--- config.mk ---
export PLATFORM = sky130hd
export DESIGN_NAME = tga_stream_parser_top
export DESIGN_NICKNAME = d
export VERILOG_FILES = /design/src/rtl/tga_pkg.sv /design/src/rtl/tga_front.sv /design/src/rtl/tga_back.sv /design/src/rtl/tga_stream_parser_top.sv
export SDC_FILE = /design/constraint.sdc
export NUM_CORES = 1
export LEC_CHECK = 0
export ABC_AREA = 1
export BUFFER_PORTS_ARGS = -buffer_cell sky130_fd_sc_hd__buf_2
export CAP_MARGIN = 20
export CORE_MARGIN = 2
export CORE_UTILIZATION = 35
export DETAILED_ROUTE_END_ITERATION = 12
export MAX_ROUTING_LAYER = met4
export PLACE_DENSITY = 0.55
export SYNTH_ARGS = -nofsm -noshare
export SYNTH_HDL_FRONTEND = slang
export SYNTH_SLANG_ARGS = --single-unit
--- constraint.sdc ---
create_clock -name clk -period 21.3 [get_ports clk]
set_input_delay 2.13 -clock clk [delete_from_list [all_inputs] [get_ports clk]]
set_output_delay 2.13 -clock clk [all_outputs]
set_load 0.05 [all_outputs]
--- src/rtl/tga_pkg.sv ---
// Package for the TGA stream parser: field widths, result kinds, error codes.
// No dependencies.
`timescale 1ns / 1ps
package tga_pkg;

  localparam int HeaderLength  = 18;
  localparam int InDataW       = 8;
  localparam int OutDataW      = 64; // 8+8+8+16+16+3+1 = 60, padded to bytes
  localparam int OutUserW      = 2;
  localparam int QueueDepthDef = 2;
  localparam logic [7:0] Depth24 = 8'd24;

  typedef enum logic [1:0] {
    KIND_HEADER = 2'd0,
    KIND_MAP    = 2'd1,
    KIND_PIXEL  = 2'd2,
    KIND_ERROR  = 2'd3
  } kind_t;

  typedef enum logic [2:0] {
    ERR_NONE   = 3'd0,
    ERR_EARLY  = 3'd1,
    ERR_DEPTH  = 3'd2,
    ERR_ALPHA  = 3'd3,
    ERR_MAPSZ  = 3'd4
  } err_t;

  // One classified input beat passed from front to back
  typedef struct packed {
    logic [7:0] data_byte;
    logic       end_of_stream;
  } beat_t;

  // One result item
  typedef struct packed {
    logic        image_done;
    logic [2:0]  error_code;
    logic [15:0] row;
    logic [15:0] column;
    logic [7:0]  blue;
    logic [7:0]  green;
    logic [7:0]  red;
  } res_t;

endpackage

--- src/rtl/tga_front.sv ---
// Front: accepts input beats into a short queue.
// Depends on tga_pkg.
`timescale 1ns / 1ps
module tga_front #(
  parameter int Depth = tga_pkg::QueueDepthDef
) (
  input  logic               clk,
  input  logic               rst_n,
  input  logic               in_tvalid,
  output logic               in_tready,
  input  tga_pkg::beat_t     in_beat,
  output logic               q_valid,
  input  logic               q_ready,
  output tga_pkg::beat_t     q_beat
);
  import tga_pkg::*;

  localparam int AW = (Depth > 1) ? $clog2(Depth) : 1;

  beat_t          mem_r [Depth];
  logic [AW-1:0]  wp_r, wp_nxt, rp_r, rp_nxt;
  logic [AW:0]    cnt_r, cnt_nxt;
  logic           push, pop;

  assign in_tready = (cnt_r != (AW+1)'(Depth));
  assign q_valid   = (cnt_r != '0);
  assign q_beat    = mem_r[rp_r];
  assign push      = in_tvalid && in_tready;
  assign pop       = q_valid && q_ready;

  // pointer and fill updates
  always_comb begin
    wp_nxt  = wp_r;
    rp_nxt  = rp_r;
    cnt_nxt = cnt_r;
    if (push) wp_nxt = (wp_r == AW'(Depth-1)) ? '0 : wp_r + 1'b1;
    if (pop)  rp_nxt = (rp_r == AW'(Depth-1)) ? '0 : rp_r + 1'b1;
    if (push && !pop) cnt_nxt = cnt_r + 1'b1;
    else if (pop && !push) cnt_nxt = cnt_r - 1'b1;
  end

  always_ff @(posedge clk) begin
    if (!rst_n) begin
      wp_r  <= '0;
      rp_r  <= '0;
      cnt_r <= '0;
    end else begin
      wp_r  <= wp_nxt;
      rp_r  <= rp_nxt;
      cnt_r <= cnt_nxt;
    end
  end

  always_ff @(posedge clk) begin
    if (push) mem_r[wp_r] <= in_beat;
  end

endmodule

--- src/rtl/tga_back.sv ---
// Back: header capture, phase sequencing, triplet assembly, output register.
// Depends on tga_pkg.
`timescale 1ns / 1ps
module tga_back (
  input  logic            clk,
  input  logic            rst_n,
  input  logic            q_valid,
  output logic            q_ready,
  input  tga_pkg::beat_t  q_beat,
  output logic            out_tvalid,
  input  logic            out_tready,
  output tga_pkg::kind_t  out_kind,
  output tga_pkg::res_t   out_res
);
  import tga_pkg::*;

  typedef enum logic [4:0] {
    PH_HEADER = 5'b00001,
    PH_ID     = 5'b00010,
    PH_MAP    = 5'b00100,
    PH_PIXELS = 5'b01000,
    PH_WAIT   = 5'b10000
  } phase_t;

  phase_t      ph_r, ph_nxt;
  logic [4:0]  bc_r, bc_nxt;
  logic [7:0]  idc_r, idc_nxt;
  logic [7:0]  idlen_r, idlen_nxt, mtype_r, mtype_nxt, msize_r, msize_nxt;
  logic [7:0]  depth_r, depth_nxt, desc_r, desc_nxt;
  logic [15:0] mlen_r, mlen_nxt, w_r, w_nxt, h_r, h_nxt;
  logic [1:0]  tp_r, tp_nxt;
  logic [15:0] held_r, held_nxt;
  logic [15:0] col_r, col_nxt, rowc_r, rowc_nxt, ent_r, ent_nxt;
  logic        ov_r, ov_nxt;
  kind_t       ok_r, ok_nxt;
  res_t        or_r, or_nxt;

  logic        take, map_used, last_col, last_row;
  logic [7:0]  b;

  // accept when the output register is free or draining
  assign q_ready    = !ov_r || out_tready;
  assign take       = q_valid && q_ready;
  assign out_tvalid = ov_r;
  assign out_kind   = ok_r;
  assign out_res    = or_r;
  assign b          = q_beat.data_byte;
  assign map_used   = (mtype_nxt == 8'd1) && (mlen_nxt != '0);
  assign last_col   = (17'(col_r) + 17'd1) >= 17'(w_r);
  assign last_row   = (17'(rowc_r) + 17'd1) >= 17'(h_r);

  always_comb begin
    ph_nxt = ph_r; bc_nxt = bc_r; idc_nxt = idc_r;
    idlen_nxt = idlen_r; mtype_nxt = mtype_r; msize_nxt = msize_r;
    depth_nxt = depth_r; desc_nxt = desc_r; mlen_nxt = mlen_r;
    w_nxt = w_r; h_nxt = h_r; tp_nxt = tp_r; held_nxt = held_r;
    col_nxt = col_r; rowc_nxt = rowc_r; ent_nxt = ent_r;
    ov_nxt = ov_r && !out_tready;
    ok_nxt = ok_r; or_nxt = or_r;
    if (take) begin
      if (q_beat.end_of_stream) begin
        if ((ph_r == PH_HEADER && bc_r != '0) || ph_r == PH_ID ||
            ph_r == PH_MAP || ph_r == PH_PIXELS) begin
          ov_nxt = 1'b1; ok_nxt = KIND_ERROR;
          or_nxt = '0; or_nxt.error_code = ERR_EARLY;
        end
        ph_nxt = PH_HEADER; bc_nxt = '0; tp_nxt = '0; held_nxt = '0;
      end else begin
        unique case (ph_r) inside
          PH_HEADER: begin
            case (bc_r)
              5'd0:  idlen_nxt = b;
              5'd1:  mtype_nxt = b;
              5'd5:  mlen_nxt[7:0] = b;
              5'd6:  mlen_nxt[15:8] = b;
              5'd7:  msize_nxt = b;
              5'd12: w_nxt[7:0] = b;
              5'd13: w_nxt[15:8] = b;
              5'd14: h_nxt[7:0] = b;
              5'd15: h_nxt[15:8] = b;
              5'd16: depth_nxt = b;
              5'd17: desc_nxt = b;
              default: ;
            endcase
            if (bc_r != 5'(HeaderLength-1)) begin
              bc_nxt = bc_r + 1'b1;
            end else begin
              bc_nxt = '0;
              ov_nxt = 1'b1; or_nxt = '0;
              if (map_used && msize_nxt != Depth24) begin
                ok_nxt = KIND_ERROR; or_nxt.error_code = ERR_MAPSZ; ph_nxt = PH_WAIT;
              end else if (depth_nxt != Depth24) begin
                ok_nxt = KIND_ERROR; or_nxt.error_code = ERR_DEPTH; ph_nxt = PH_WAIT;
              end else if (desc_nxt[3:0] != '0) begin
                ok_nxt = KIND_ERROR; or_nxt.error_code = ERR_ALPHA; ph_nxt = PH_WAIT;
              end else begin
                ok_nxt = KIND_HEADER;
                or_nxt.column = w_nxt; or_nxt.row = h_nxt;
                tp_nxt = '0; held_nxt = '0; ent_nxt = '0; idc_nxt = '0;
                col_nxt = '0; rowc_nxt = '0;
                if (idlen_nxt != '0) ph_nxt = PH_ID;
                else if (map_used) ph_nxt = PH_MAP;
                else if (w_nxt != '0 && h_nxt != '0) ph_nxt = PH_PIXELS;
                else ph_nxt = PH_HEADER;
              end
            end
          end
          PH_ID: begin
            idc_nxt = idc_r + 1'b1;
            if (idc_nxt >= idlen_r) begin
              idc_nxt = '0; tp_nxt = '0; held_nxt = '0; ent_nxt = '0;
              col_nxt = '0; rowc_nxt = '0;
              if (mtype_r == 8'd1 && mlen_r != '0) ph_nxt = PH_MAP;
              else if (w_r != '0 && h_r != '0) ph_nxt = PH_PIXELS;
              else ph_nxt = PH_HEADER;
            end
          end
          PH_MAP, PH_PIXELS: begin
            if (tp_r == 2'd0) begin
              held_nxt = {8'd0, b}; tp_nxt = 2'd1;
            end else if (tp_r == 2'd1) begin
              held_nxt = {b, held_r[7:0]}; tp_nxt = 2'd2;
            end else begin
              tp_nxt = '0; ov_nxt = 1'b1; or_nxt = '0;
              or_nxt.red = held_r[7:0]; or_nxt.green = held_r[15:8]; or_nxt.blue = b;
              if (ph_r == PH_MAP) begin
                ok_nxt = KIND_MAP; or_nxt.column = ent_r;
                ent_nxt = ent_r + 1'b1;
                if (ent_nxt >= mlen_r) begin
                  held_nxt = '0; col_nxt = '0; rowc_nxt = '0;
                  ph_nxt = (w_r != '0 && h_r != '0) ? PH_PIXELS : PH_HEADER;
                end
              end else begin
                ok_nxt = KIND_PIXEL; or_nxt.column = col_r;
                or_nxt.row = h_r - 16'd1 - rowc_r;
                if (last_col) begin
                  col_nxt = '0;
                  if (last_row) begin
                    or_nxt.image_done = 1'b1; rowc_nxt = '0;
                    ph_nxt = PH_HEADER; bc_nxt = '0;
                  end else begin
                    rowc_nxt = rowc_r + 1'b1;
                  end
                end else begin
                  col_nxt = col_r + 1'b1;
                end
              end
            end
          end
          PH_WAIT: ;
          default: ph_nxt = PH_HEADER;
        endcase
      end
    end
  end

  always_ff @(posedge clk) begin
    if (!rst_n) begin
      ph_r <= PH_HEADER; bc_r <= '0; idc_r <= '0; idlen_r <= '0;
      mtype_r <= '0; msize_r <= '0; depth_r <= '0; desc_r <= '0;
      mlen_r <= '0; w_r <= '0; h_r <= '0; tp_r <= '0; held_r <= '0;
      col_r <= '0; rowc_r <= '0; ent_r <= '0; ov_r <= 1'b0;
    end else begin
      ph_r <= ph_nxt; bc_r <= bc_nxt; idc_r <= idc_nxt; idlen_r <= idlen_nxt;
      mtype_r <= mtype_nxt; msize_r <= msize_nxt; depth_r <= depth_nxt;
      desc_r <= desc_nxt; mlen_r <= mlen_nxt; w_r <= w_nxt; h_r <= h_nxt;
      tp_r <= tp_nxt; held_r <= held_nxt; col_r <= col_nxt;
      rowc_r <= rowc_nxt; ent_r <= ent_nxt; ov_r <= ov_nxt;
    end
  end

  // result payload
  always_ff @(posedge clk) begin
    ok_r <= ok_nxt;
    or_r <= or_nxt;
  end

endmodule

--- src/rtl/tga_stream_parser_top.sv ---
// Top level of the TGA stream parser: input queue plus parsing back end.
// Depends on tga_pkg, tga_front, tga_back.
//
//  channel | dir | tdata                         | tuser     | tlast
//  in_     | in  | data_byte[7:0]                | -         | end_of_stream
//  out_    | out | red,green,blue,column,row,    | item_kind | -
//          |     | error_code,image_done, pad    |           |
//
// One byte per cycle sustained while out_tready is high; each beat passes the
// two-entry queue and the back end's phase update into the output register.
// A result reaches out_ through the queue memory and then the output register.
// rst_n is synchronous, active low; it empties the queue and returns to header.
// A held result stalls the back end; the queue then fills up to its two entries.
`timescale 1ns / 1ps
module tga_stream_parser_top #(
  parameter int QueueDepth = tga_pkg::QueueDepthDef
) (
  input  logic                       clk,
  input  logic                       rst_n,
  input  logic                       in_tvalid,
  output logic                       in_tready,
  input  logic [tga_pkg::InDataW-1:0] in_tdata,   // data_byte[7:0]
  input  logic                       in_tlast,    // end_of_stream
  output logic                       out_tvalid,
  input  logic                       out_tready,
  // red[7:0] green[15:8] blue[23:16] column[39:24] row[55:40]
  // error_code[58:56] image_done[59] zero[63:60]
  output logic [tga_pkg::OutDataW-1:0] out_tdata,
  output logic [tga_pkg::OutUserW-1:0] out_tuser  // item_kind[1:0]
);
  import tga_pkg::*;

  beat_t in_beat, q_beat;
  logic  q_valid, q_ready;
  kind_t kind;
  res_t  res;

  assign in_beat.data_byte     = in_tdata;
  assign in_beat.end_of_stream = in_tlast;

  tga_front #(.Depth(QueueDepth)) u_front (
    .clk, .rst_n, .in_tvalid, .in_tready, .in_beat,
    .q_valid, .q_ready, .q_beat
  );

  tga_back u_back (
    .clk, .rst_n, .q_valid, .q_ready, .q_beat,
    .out_tvalid, .out_tready, .out_kind(kind), .out_res(res)
  );

  assign out_tdata = {4'd0, res.image_done, res.error_code, res.row, res.column,
                      res.blue, res.green, res.red};
  assign out_tuser = kind;

endmodule

=== After elaboration in Yosys (flattened, before gate mapping) ===
Memories as Yosys holds them, arrays and structs flattened. A register that Yosys moved wholly into a read port is not among the register bits.
Index checks and enable logic that the tools add are counted.

* Add/subtract/negate cells: 13
* Magnitude comparators: 4
* Equal/unequal tests: 52
* Muxes and demuxes: 150
* Bitwise operators: 1
* Reductions and logical operators: 48

{| class="wikitable"
|+ Operator list
! kind !! number
|-
| $mux W16 || 27
|-
| $mux W8 || 39
|-
| $mux W60 || 5
|-
| $pmux W16 S3 || 4
|-
| $pmux W60 S2 || 1
|-
| $mux W5 || 21
|-
| $mux W32 || 3
|-
| $reduce_bool A16 Y1 || 6
|-
| $add A16 B1 Y16 const B || 3
|-
| $mux W2 || 20
|-
| $add A16 B1 Y17 const B || 2
|-
| $ge A17 B16 Y1 || 2
|-
| $mux W4 || 7
|-
| $ne A3 B3 Y1 const B || 9
|-
| $eq A5 B4 Y1 const B || 5
|-
| $reduce_and A11 Y1 || 2
|-
| $reduce_and A7 Y1 || 3
|-
| $eq A5 B3 Y1 const B || 4
|-
| $pmux W5 S4 || 1
|-
| $ne A2 B2 Y1 const B || 9
|-
| $reduce_and A9 Y1 || 2
|-
| $eq A8 B1 Y1 const B || 2
|-
| $ge A16 B16 Y1 || 1
|-
| $ne A4 B2 Y1 const B || 4
|-
| other kinds (43) || 86
|}

* Bits in registers: 235
* Memory bits (writable): 18
* Input port bits: 13
* Output and inout bits: 68
* Logic and storage cells: 298
* Memories kept: 1

{| class="wikitable"
|+ Memory list
! name !! words !! bits a word !! rd ports !! clocked after memory_dff !! wr ports !! RTL line !! RTL
|-
| u_front.mem_r || 2 || 9 || 1 || 1 || 1 || tga_front.sv:20 || <nowiki>beat_t mem_r [Depth];</nowiki>
|}

=== Logic depth before layout (Yosys ltp) ===
* Depth in word-level cells: 16
* Depth in mapped cells: 28
* Depth with buffers taken out: 28

=== Hierarchy ===
A second synthesis with hierarchy kept.

* Cell total of the unflattened synthesis: 2069
* Area, all modules: 15098.2 um2

{| class="wikitable"
|+ By module, submodules not included
! module !! instances !! cells each !! area an instance (um2) !! seq. area each (um2)
|-
| tga_back || 1 || 1999 || 14159.8 || 5245.0
|-
| tga_front || 1 || 65 || 904.6 || 640.6
|-
| tga_stream_parser_top || 1 || 5 || 33.8 || 0.0
|}

=== Least setup slack after synthesis ===
Ideal clock, no wire load.

* Path type: in2reg
* From: input out_tready
* To: register u_back.ok_r[0] (netlist: u_back.out_kind[0]) (enable)
* Library setup time: 0.817 ns
* Arrival: 12.209 ns
* Data required time: 20.483 ns
* Path slack: 8.274 ns
* Stages on the path: 4
* Path buffers: 0
* Cells stage by stage: nor2_1 -> nor2_4 -> nand2_1 -> a2111oi_0

* Cells in the longest elaborated chain, start to end: 3

{| class="wikitable"
|+ Ends and longest elaborated chain
! element !! RTL line !! RTL
|-
| from (decl) || tga_stream_parser_top.sv:25 || <nowiki>input logic out_tready,</nowiki>
|-
| $logic_or A1 B1 Y1 || tga_back.sv:42 || <nowiki>assign q_ready = !ov_r || out_tready;</nowiki>
|-
| $logic_and A1 B1 Y1 || tga_back.sv:43 || <nowiki>assign take = q_valid && q_ready;</nowiki>
|-
| $reduce_and A6 Y1 (no line) || -- ||
|-
| to (signal assigned) || tga_back.sv:174 || <nowiki>ok_r <= ok_nxt;</nowiki>
|-
| to (decl) || tga_back.sv:35 || <nowiki>kind_t ok_r, ok_nxt;</nowiki>
|}

No other way between the ends.
A chain may end at the register's enable or synchronous reset.

=== Worst setup path after layout ===
* From: input out_tready
* To: register u_back.col_r[6]

* Cells in the longest elaborated chain, start to end: 8

{| class="wikitable"
|+ Ends and longest elaborated chain
! element !! RTL line !! RTL
|-
| $logic_or A1 B1 Y1 (*) || tga_back.sv:42 ||
|-
| $logic_and A1 B1 Y1 (*) || tga_back.sv:43 ||
|-
| $mux W8 or $mux W16 (tied branches) || tga_back.sv:60 || <nowiki>if (take) begin</nowiki>
|-
| $eq A8 B1 Y1 or $reduce_bool A16 Y1 (tied branches) || tga_back.sv:48 || <nowiki>assign map_used = (mtype_nxt == 8'd1) && (mlen_nxt != '0);</nowiki>
|-
| $logic_and A1 B1 Y1 || tga_back.sv:48 ||
|-
| $logic_and A1 B1 Y1 || tga_back.sv:90 || <nowiki>if (map_used && msize_nxt != Depth24) begin</nowiki>
|-
| $ne A2 B2 Y1 (no line) || -- ||
|-
| $reduce_and A11 Y1 (no line) (*) || -- ||
|-
| to (signal assigned) || tga_back.sv:167 || <nowiki>tp_r <= tp_nxt; held_r <= held_nxt; col_r <= col_nxt;</nowiki>
|-
| to (decl) || tga_back.sv:33 || <nowiki>logic [15:0] col_r, col_nxt, rowc_r, rowc_nxt, ent_r, ent_nxt;</nowiki>
|}

Every way passes the cells marked *; elsewhere a longest branch is shown, timed or not.

==> summary.txt <==
Status
  – Result of the run: completed

CTS
  – Cts bufs inserted: 30
  – CTS tree: done
  – CTS H-tree lvls: 1
  – Root Buffer: sky130_fd_sc_hd__clkbuf_16
  – Number of buffers added for setup after CTS: 0
  – Clock sinks: 254
  – Clock slew at reported path FFs: 0.06 ns
  – Number of buffers added to fix hold violations after cts: 0
  – Clk buf depth: 3
  – Post-cts gate resize count: 0
  – Clk_lat worst skew: 0.58 ns

Floorplan
  – Floorplan core area: 42900 um^2
  – Width of the chip: 212 um
  – Starting Density: 0.354
  – Die Ht: 212 um
  – Area of the die: 45000 um^2
  – Top-Level Pins: 81
  – Number of cell rows: 76

Setup path
  – Endpoint class of the critical path: flip-flop
  – Capturing instance or port of the critical path: u_back.col_r[6]
  – R2R Path End: u_back.col_r[4]
  – Length in cells of the worst reg-to-reg path: 23
  – Beginning of the worst register-to-register path: u_back.ent_r[0]
  – Critical path class: in2reg
  – Kind of cell with the highest combined delay on the critical path: simple AND/OR/NAND/NOR gates
  – Critical Path Stages: 15
  – CP Cell Sequence: buf_2 > nor2_1 > nor2_4 > nand2_2 > nor2_4 > buf_4 > nand2_2 > o21ai_0 > nand4_1 > nor2_4 > nand4_4 > buf_4 > nand3_2 > nand2_1 > a21oi_2
  – Crit path launch type: input pin
  – Count of buffer and inverter cells on the critical path: 3
  – Worst EP arrival: 5.94 ns
  – Most common cell type on the critical path: sky130_fd_sc_hd__nor2_4
  – Standard cell with the maximum stage delay on the critical path: sky130_fd_sc_hd__buf_4
  – Longest individual stage delay on the worst path: 0.58 ns
  – Reg-to-reg slack, setup: 16.39 ns
  – Origin of the worst setup path: out_tready
  – Crit Path Max Fanout: 68
  – Crit path required time: 21.80 ns

Yosys
  – Fraction of registers with async set or reset after synthesis: 0
  – Post-synthesis instance area: 15200 um^2
  – Sequential cell area fraction in the yosys report: 0.388
  – Synth warnings: 0
  – Post-synth EDFFs: 80
  – Post-Synthesis Mean Instance Area: 7.17 um^2
  – Top_reg_cell synth: sky130_fd_sc_hd__dfxtp_1
  – Synth unique cells: 53
  – Flip-flop and latch count after synthesis: 254
  – Gate count of the mapped netlist: 2117

STA
  – Unrepaired setup endpoints after global routing: no
  – Worst slew margin relative to its limit: 0.301
  – Worst-Margin Slew: 1.04 ns
  – Clock skew after layout: 0.0148 ns
  – Final count of hold timing violations: 0
  – Setup violations, final: 0
  – Final critical delay including setup and external delays: 5.43 ns
  – Highest clock rate: 184 MHz
  – Worst setup slack after layout: 15.87 ns
  – Period utilization: 0.255
  – Total count of max-transition violations in the final report: 0
  – TNS Setup: 0 ns

Pwr
  – Worst voltage drop across the vdd grid: 67.7 uV
  – Leakage power summed over all cells: 0.00732 uW
  – Power, Total: 2260 uW
  – Power density over the cells: 132 nW/um^2

Placement
  – Cells after DPL: 2706
  – Detail Placement HPWL: 32300 um
  – Last weighted congestion value of the routability-driven placer: 0.873
  – Buffers added on ports: 76
  – Instance area at placement: 16000 um^2
  – Post-placement worst setup slack: 15.32 ns

Finish
  – Most used cells in the layout excluding fill and tap cells: 397 x sky130_fd_sc_hd__nand2_1, 286 x sky130_fd_sc_hd__inv_1, 242 x sky130_fd_sc_hd__nor2_1, 220 x sky130_fd_sc_hd__a21oi_1, 180 x sky130_fd_sc_hd__o21ai_0
  – Leading cell type in the layout, fill and taps excluded: sky130_fd_sc_hd__nand2_1
  – Area occupied by registers: 5890 um^2
  – Area of combinational cells with multiple inputs: 7750 um^2
  – Area growth, synth to finish: 12.3%
  – # nets final: 2249
  – Number of standard cells in the layout, taps in and fillers out: 2764
  – Final design area excluding fillers: 17000 um^2
  – Layout fillers: 4454
  – Share of layout cells above drive strength 1: 0.0882

GRT
  – Most Crowded Layer GR: met2
  – Global routing met1 resource utilization: 0.278
  – First-pass GRT wire length: 70700 um
  – Global-route track usage on met3: 0.0303
  – Gr usage total: 0.205
  – Largest net degree at the start of global routing: 86
  – Antenna violations before repair: 2
  – Number of global-route vias before repair: 12900
  – GRT met2 Usage: 0.317
  – Overflow left after global routing: 0

Detailed routing
  – DR pass1 iterations: 5
  – Via count of the routed design: 14100
  – Via-to-Cell Ratio: 5.09
  – DRT Wirelength: 45000 um
  – DRC violations left: 0
  – DRC marker count from the first detailed-route iteration: 1111
  – Number of nets with antenna violations after routing: 0
  – Average routed wire per standard cell: 16.3 um

Worst hold path
  – Class of the tightest hold or removal check: reg2reg

Flow run
  – # Max-Cap Violations: 0
-- flip-flops by register name, summed over array words and instances (netlist names), 2 cells and up, named ones only --
signal           cells
u_back.mtype_r       8
u_back.held_r       16
u_back.col_r        16
u_front.mem_r       18
u_front.cnt_r        2
u_back.w_r          16
u_back.idlen_r       8
u_back.bc_r          5
u_back.ph_r          5
u_back.depth_r       8
u_back.tp_r          2
u_back.desc_r        4
u_back.mlen_r       16
u_back.ent_r        16
u_back.out_kind      2
u_back.rowc_r       16
u_back.out_res      60
u_back.msize_r       8
u_back.h_r          16
u_back.idc_r         8
-- worst min-delay path: cells and delay by family (launching register included) --
kind / cells / cell delay, ns
flops: 1 / 0.29
compound gates: 1 / 0.06
buf+inv: 1 / 0.05
-- cell usage after synthesis, types with 9 or more instances --
library cell / n / area (um^2)
sky130_fd_sc_hd__a211oi_1: 17 / 128
sky130_fd_sc_hd__nand4_1: 56 / 350
sky130_fd_sc_hd__xor2_1: 28 / 245
sky130_fd_sc_hd__buf_4: 13 / 97.6
sky130_fd_sc_hd__dfxtp_1: 174 / 3480
sky130_fd_sc_hd__nor4_1: 20 / 125
sky130_fd_sc_hd__a21oi_1: 220 / 1100
sky130_fd_sc_hd__buf_2: 16 / 80.1
sky130_fd_sc_hd__nand2_1: 397 / 1490
sky130_fd_sc_hd__nor3_1: 43 / 215
sky130_fd_sc_hd__clkbuf_1: 49 / 184
sky130_fd_sc_hd__o21ai_1: 16 / 80.1
sky130_fd_sc_hd__inv_2: 9 / 33.8
sky130_fd_sc_hd__o21ai_0: 180 / 901
sky130_fd_sc_hd__ha_1: 81 / 1010
sky130_fd_sc_hd__nand3_1: 107 / 536
sky130_fd_sc_hd__nor2_1: 243 / 912
sky130_fd_sc_hd__inv_1: 286 / 1070
sky130_fd_sc_hd__edfxtp_1: 80 / 2400
-- final cells by class --
| cell class | instances | area share |
|---|---|---|
| Sequential cell | 254 | 0.345 |
| Clock buffer | 35 | 0.0457 |
| Timing Repair Buffer | 91 | 0.0301 |
| Multi-Input combinational cell | 1479 | 0.455 |
| Clock inverter | 21 | 0.0151 |
| Antenna cell | 1 | 0.000147 |
| Tap cell | 585 | 0.0429 |
| Inverter | 298 | 0.0658 |
-- report_power, final --
group | internal [uW] | switching (uW)
combinational | 269 | 765
clock | 324 | 219
sequential | 622 | 58.0
-- per-stage QoR --
step / hold WS (ns) / util
2_1_floorplan: 0.426 / -
3_5_place_dp: 0.448 / 0.373
3_3_place_gp: 0.438 / 0.373
5_1_grt: 0.463 / 0.397
4_1_cts: 0.456 / 0.397
6_report: 0.454 / 0.397
-- worst min path at each step --
stage,from,endpoint,slack (ns),cells past startpoint
finish,u_back.msize_r[0],u_back.msize_r[0],0.45,2
global route,u_back.msize_r[0],u_back.msize_r[0],0.46,2
CTS,u_back.msize_r[0],u_back.msize_r[0],0.46,2
detailed placement,u_back.msize_r[0],u_back.msize_r[0],0.45,2
global placement,u_front.rp_r,u_front.rp_r,0.44,1
floorplan,u_front.rp_r,flip-flop,0.43,1
-- kinds of logic after synthesis --
family,Yosys count,synth area share
AND/OR/NAND/NOR,906,0.265
AO/OA/AOI/OAI,458,0.158
buffers and inverters,387,0.103
flip-flops,254,0.388
adder cells (fa/ha/maj),82,0.0681
XOR/XNOR,29,0.0167
other,1,0.000247
-- layer usage --
metal,up-vias,routed length [um]
li1,7099,-
met4,0,1210
met5,-,0
met2,399,19900
met3,67,2990
met1,6492,20900
No activity file was read; power rests on OpenSTA's default activity.
